File: src/hdl/pcbf_pkg.sv
// ----------------------------------------------------------------------------
// pcbf_pkg
// Types and constants shared by the point color fusion unit.
// ----------------------------------------------------------------------------
package pcbf_pkg;

    localparam logic [1:0] STATUS_REJECT = 2'd0;
    localparam logic [1:0] STATUS_FIRST  = 2'd1;
    localparam logic [1:0] STATUS_FUSED  = 2'd2;

    localparam logic REG_GATE_RATIO    = 1'b0;
    localparam logic REG_PROCESS_NOISE = 1'b1;

    localparam logic [9:0]  GATE_RATIO_RESET    = 10'd307;
    localparam logic [15:0] PROCESS_NOISE_RESET = 16'd6554;

    localparam logic [5:0] DIV_LAST  = 6'd63;
    localparam logic [5:0] SQRT_LAST = 6'd15;

    typedef enum logic [3:0] {
        L_IDLE, L_GROW, L_SAT, L_SQ, L_PROD, L_NUM, L_DIVV, L_DIVM, L_SQRT, L_DONE
    } lane_state_t;

    typedef enum logic [2:0] {
        T_CLEAR, T_IDLE, T_READ, T_EVAL, T_FUSE, T_WRITE
    } top_state_t;

    typedef struct packed {
        logic [11:0] point_index;
        logic [15:0] obs_red;
        logic [15:0] obs_green;
        logic [15:0] obs_blue;
        logic [15:0] sigma_red;
        logic [15:0] sigma_green;
        logic [15:0] sigma_blue;
        logic [23:0] obs_distance;
        logic [31:0] obs_tick;
    } item_t;

    typedef struct packed {
        logic [2:0][15:0] mean;
        logic [2:0][15:0] spread;
        logic [23:0]      best_dist;
        logic [31:0]      seen;
        logic [15:0]      count;
    } entry_t;

    typedef struct packed {
        logic [1:0]       status;
        logic [2:0][15:0] fused;
        logic [2:0][15:0] spread;
        logic [15:0]      seen_count;
    } result_t;

    typedef struct packed {
        logic [15:0] obs;
        logic [15:0] sigma;
        logic [15:0] mean;
        logic [15:0] spread;
        logic [31:0] dt;
        logic [15:0] noise;
    } lane_in_t;

    typedef struct packed {
        logic [15:0] mean;
        logic [15:0] spread;
    } lane_out_t;

endpackage

File: src/hdl/pcbf_merge.sv
// ----------------------------------------------------------------------------
// pcbf_merge
// Combines the lane results with the stored entry into the write-back entry
// and the result item.
// ----------------------------------------------------------------------------
module pcbf_merge
    import pcbf_pkg::*;
(
    input  logic                 in_range,
    input  logic [1:0]           status,
    input  item_t                item,
    input  entry_t               stored,
    input  lane_out_t [2:0]      lanes,
    output logic                 wr_en,
    output entry_t               wr_entry,
    output result_t              result
);

    always_comb
    begin
        wr_entry = stored;
        case (status)
            STATUS_FIRST:
            begin
                wr_entry.mean[0]   = item.obs_red;
                wr_entry.mean[1]   = item.obs_green;
                wr_entry.mean[2]   = item.obs_blue;
                wr_entry.spread[0] = (item.sigma_red   == 16'd0) ? 16'd1 : item.sigma_red;
                wr_entry.spread[1] = (item.sigma_green == 16'd0) ? 16'd1 : item.sigma_green;
                wr_entry.spread[2] = (item.sigma_blue  == 16'd0) ? 16'd1 : item.sigma_blue;
                wr_entry.best_dist = item.obs_distance;
                wr_entry.seen      = item.obs_tick;
                wr_entry.count     = 16'd1;
            end
            STATUS_FUSED:
            begin
                for (int ch = 0; ch < 3; ch++)
                begin
                    wr_entry.mean[ch]   = lanes[ch].mean;
                    wr_entry.spread[ch] = lanes[ch].spread;
                end
                if (item.obs_distance < stored.best_dist)
                    wr_entry.best_dist = item.obs_distance;
                wr_entry.seen  = item.obs_tick;
                wr_entry.count = (stored.count == 16'hFFFF) ? stored.count
                                                            : stored.count + 16'd1;
            end
            default: ;
        endcase

        wr_en = in_range && (status != STATUS_REJECT);

        if (in_range)
        begin
            result.status     = status;
            result.fused      = wr_entry.mean;
            result.spread     = wr_entry.spread;
            result.seen_count = wr_entry.count;
        end
        else
        begin
            result = '0;
        end
    end

endmodule

File: config.mk
export PLATFORM = sky130hd
export DESIGN_NAME = pcbf_merge
export DESIGN_NICKNAME = d
export VERILOG_FILES = /design/src/hdl/pcbf_pkg.sv /design/src/hdl/pcbf_merge.sv
export SDC_FILE = /design/constraint.sdc
export NUM_CORES = 1
export LEC_CHECK = 0
export CAP_MARGIN = 20
export CORE_AREA = 2 2 279 281
export DETAILED_ROUTE_END_ITERATION = 12
export DIE_AREA = 0 0 281 283
export DONT_BUFFER_PORTS = 1
export PLACE_DENSITY_LB_ADDON = 0.05
export SLEW_MARGIN = 20
export SYNTH_ARGS = -nofsm -noshare
export SYNTH_HDL_FRONTEND = slang
export SYNTH_SLANG_ARGS = --single-unit
File: constraint.sdc
create_clock -name vclk -period 4.6
set_input_delay 0.46 -clock vclk [all_inputs]
set_output_delay 0.46 -clock vclk [all_outputs]
set_load 0.01 [all_outputs]
==> flow_metrics.py <==
metrics = {
    "job": {
        "cap_violations": 0,
    },
    "pwr": {
        "switching_share_pct": 72.5,
        "ir_drop_mv": 0.0462,
        "total_power_mw": 0.842,
        "p_per_area_nw_per_um2": 142,
        "p_leak_nw": 1.79,
        "p_comb_share_pct": 100.0,
        "clockPowerShare_pct": 0,
        "power.share.sequential_pct": 0,
        "power_switching_mw": 0.610,
        "p_int_mw": 0.232,
    },
    "synthesis": {
        "postSynthCellCount": 819,
        "synth_area_per_cell_sq_um": 5.80,
        "synth_top_area_share_pct": 14.7,
        "yosysWarnings": 0,
        "yosys.area.top_type": "a22oi_1",
        "synth_fp_nets": 1277,
        "ys_types": 41,
        "netlist_area_sq_um": 4750,
        "ys_seq_area_share_pct": 0,
        "synth_area_leaders": "a22oi_1, and2_1, a21oi_1",
    },
    "layout": {
        "syn2layout_area_growth_pct": 24.9,
        "drive_gt1_share_pct": 4.23,
        "final_cell_mix": "nor2_1, and2_1, a21oi_1",
        "nFlopsAndLatches": 0,
        "fin_cells": 1800,
        "fin_area_sq_um": 5940,
        "mostFrequentLayoutCell": "nor2_1",
        "nets": 1216,
        "area.sequential_sq_um": 0,
        "n_clock_buffer": 0,
        "finalCoreUtilization_pct": 7.74,
    },
    "floorplanning": {
        "core-area_sq_um": 76700,
        "start_util_pct": 6.20,
        "die_area_sq_um": 79500,
        "die_w_microns": 281,
        "rows": 102,
        "num_io_pins": 714,
        "die_y_microns": 283,
    },
    "global_route": {
        "grt_pass1_vias": 6453,
        "grt_usage_pct": 9.50,
        "grt_remaining_overflow": 0,
        "grt_pass1_wl_mm": 55.1,
        "grt_max_degree": 176,
        "grt_antenna_before_repair": 7,
    },
    "worst_setup_path": {
        "critPathCaptureType": "primary output",
        "crit_path_max_fanout": 55,
        "crit_type": "primary input to primary output",
        "arrival_ns": 2.71,
        "path_cells": "inv_1, ha_4, buf_4, a22oi_1, a21oi_1, and2_1",
        "startpoint_type": "primary input",
        "slowest_delay_ns": 0.73,
        "crit_required_ns": 4.14,
        "crit_slowest_cell": "ha_4",
    },
    "place": {
        "dp.cells": 1796,
        "dp.final_hpwl_mm": 34.5,
        "port_buffers": 0,
        "globalplace.congestion": 0.877,
        "place_area_sq_um": 5930,
    },
    "timing": {
        "tns_ns": 0,
        "rsz0062_at_grt": "false",
        "hold_viol": 0,
        "fin_crit_sh_pct": 68.8,
        "relSlewSlack_pct": 38.6,
        "fmax_ghz": 0.316,
        "slew_violations": 0,
        "min_period_ns": 3.17,
        "setup-violations-final": 0,
        "worst_pin_slew_ns": 0.912,
    },
    "routing": {
        "drtIter0Drc": 372,
        "route.detailed.drc": 0,
        "firstDrtPassIters": 5,
        "wl_per_cell_microns": 23.0,
        "drt-total-wl_mm": 41.4,
        "routed_via_density": 3.56,
        "postRouteAntennaNets": 0,
        "vias": 6407,
    },
    "cts": {
        "post_cts_resize_count": 0,
        "cts_setup_buffers": 0,
        "ctsHoldBuffers": 0,
    },
    "run_status": {
        "status": "finished clean",
    },
    "hold_path": {
        "hold_path.class": "primary input to primary output",
    },
}
## cells by family (layout without fill, tap and decap cells)
kind of cell / Yosys count / count (layout) / share of synthesized area, %
and+or+nand+nor: 369 / 369 / 38.2
AOI/OAI and AO/OA: 301 / 301 / 43.2
buffers and inverters: 111 / 48 / 9.48
adders and majority gates: 27 / 27 / 7.11
xor gates and xnor gates: 10 / 10 / 1.84
muxes: 1 / 1 / 0.211
other: 0 / 4 / 0
## layer usage
layer	share of wire (%)	GRT usage [%]	up-vias	wire length, microns
met1	39	11.4	3179	16400
met3	7.2	1.98	34	2980
met4	2.0	1.62	6	812
met2	51	17.4	339	21200
li1	-	-	2849	-
met5	0.099	0	-	41
## worst max-delay path: cells and delay by family
family | cells | cell delay, ns
buffers and inverters | 2 | 0.50
AOI/OAI and AO/OA | 2 | 0.68
and+or+nand+nor | 1 | 0.27
adders and majority gates | 1 | 0.73
## power by group through the flow
stage	Clock, mW	Sequential, mW	Combinational (mW)
after floorplan	0	0	0.619
after CTS	0	0	0.859
after global routing	0.0000000291	0	0.908
final	0.000000119	0	0.842
after global placement	0	0	0.870
after detailed placement	0	0	0.856
## stage by stage
stage / hold WS, ns / setup slack (ns)
after floorplan: 1.06 / 1.78
after global placement: 1.07 / 1.43
after detailed placement: 1.07 / 1.42
after CTS: 1.07 / 1.41
after global routing: 1.08 / 1.33
final: 1.07 / 1.43
## cells in the mapped netlist, drive strengths merged
cell / number
a211oi: 2
nor2b: 2
a31o: 1
nand3: 5
xor2: 8
mux2i: 1
buf: 10
nand2: 67
xnor2: 2
a22o: 33
a31oi: 6
nand3b: 1
nor2: 127
nor3: 32
inv: 28
nand4: 10
or2: 1
nor4: 12
a22oi: 93
nand4b: 1
a2111oi: 1
clkbuf: 73
o21ai: 29
and4: 2
a311o: 24
and3: 2
a21oi: 107
a41oi: 1
a221o: 1
a41o: 3
ha: 27
and2: 107
## path summary, 6_finish.rpt
| check | startpoint | to | slack, ns | cells past startpoint |
|---|---|---|---|---|
| worst max-delay path | status[1] | result[85] | 1.43 | 6 |
| worst min-delay path | stored[102] | wr_entry[102] | 1.07 | 2 |
## final cells by class
cell class                      instances  area (sq um)
Multi-Input combinational cell        708          4350
Tap cell                             1040          1300
Inverter                               28           105
Timing Repair Buffer                   20           175
Fill cell                            9106         70800
Antenna cell                            4          10.0
Note: power is estimated with default switching activity, not from simulation.
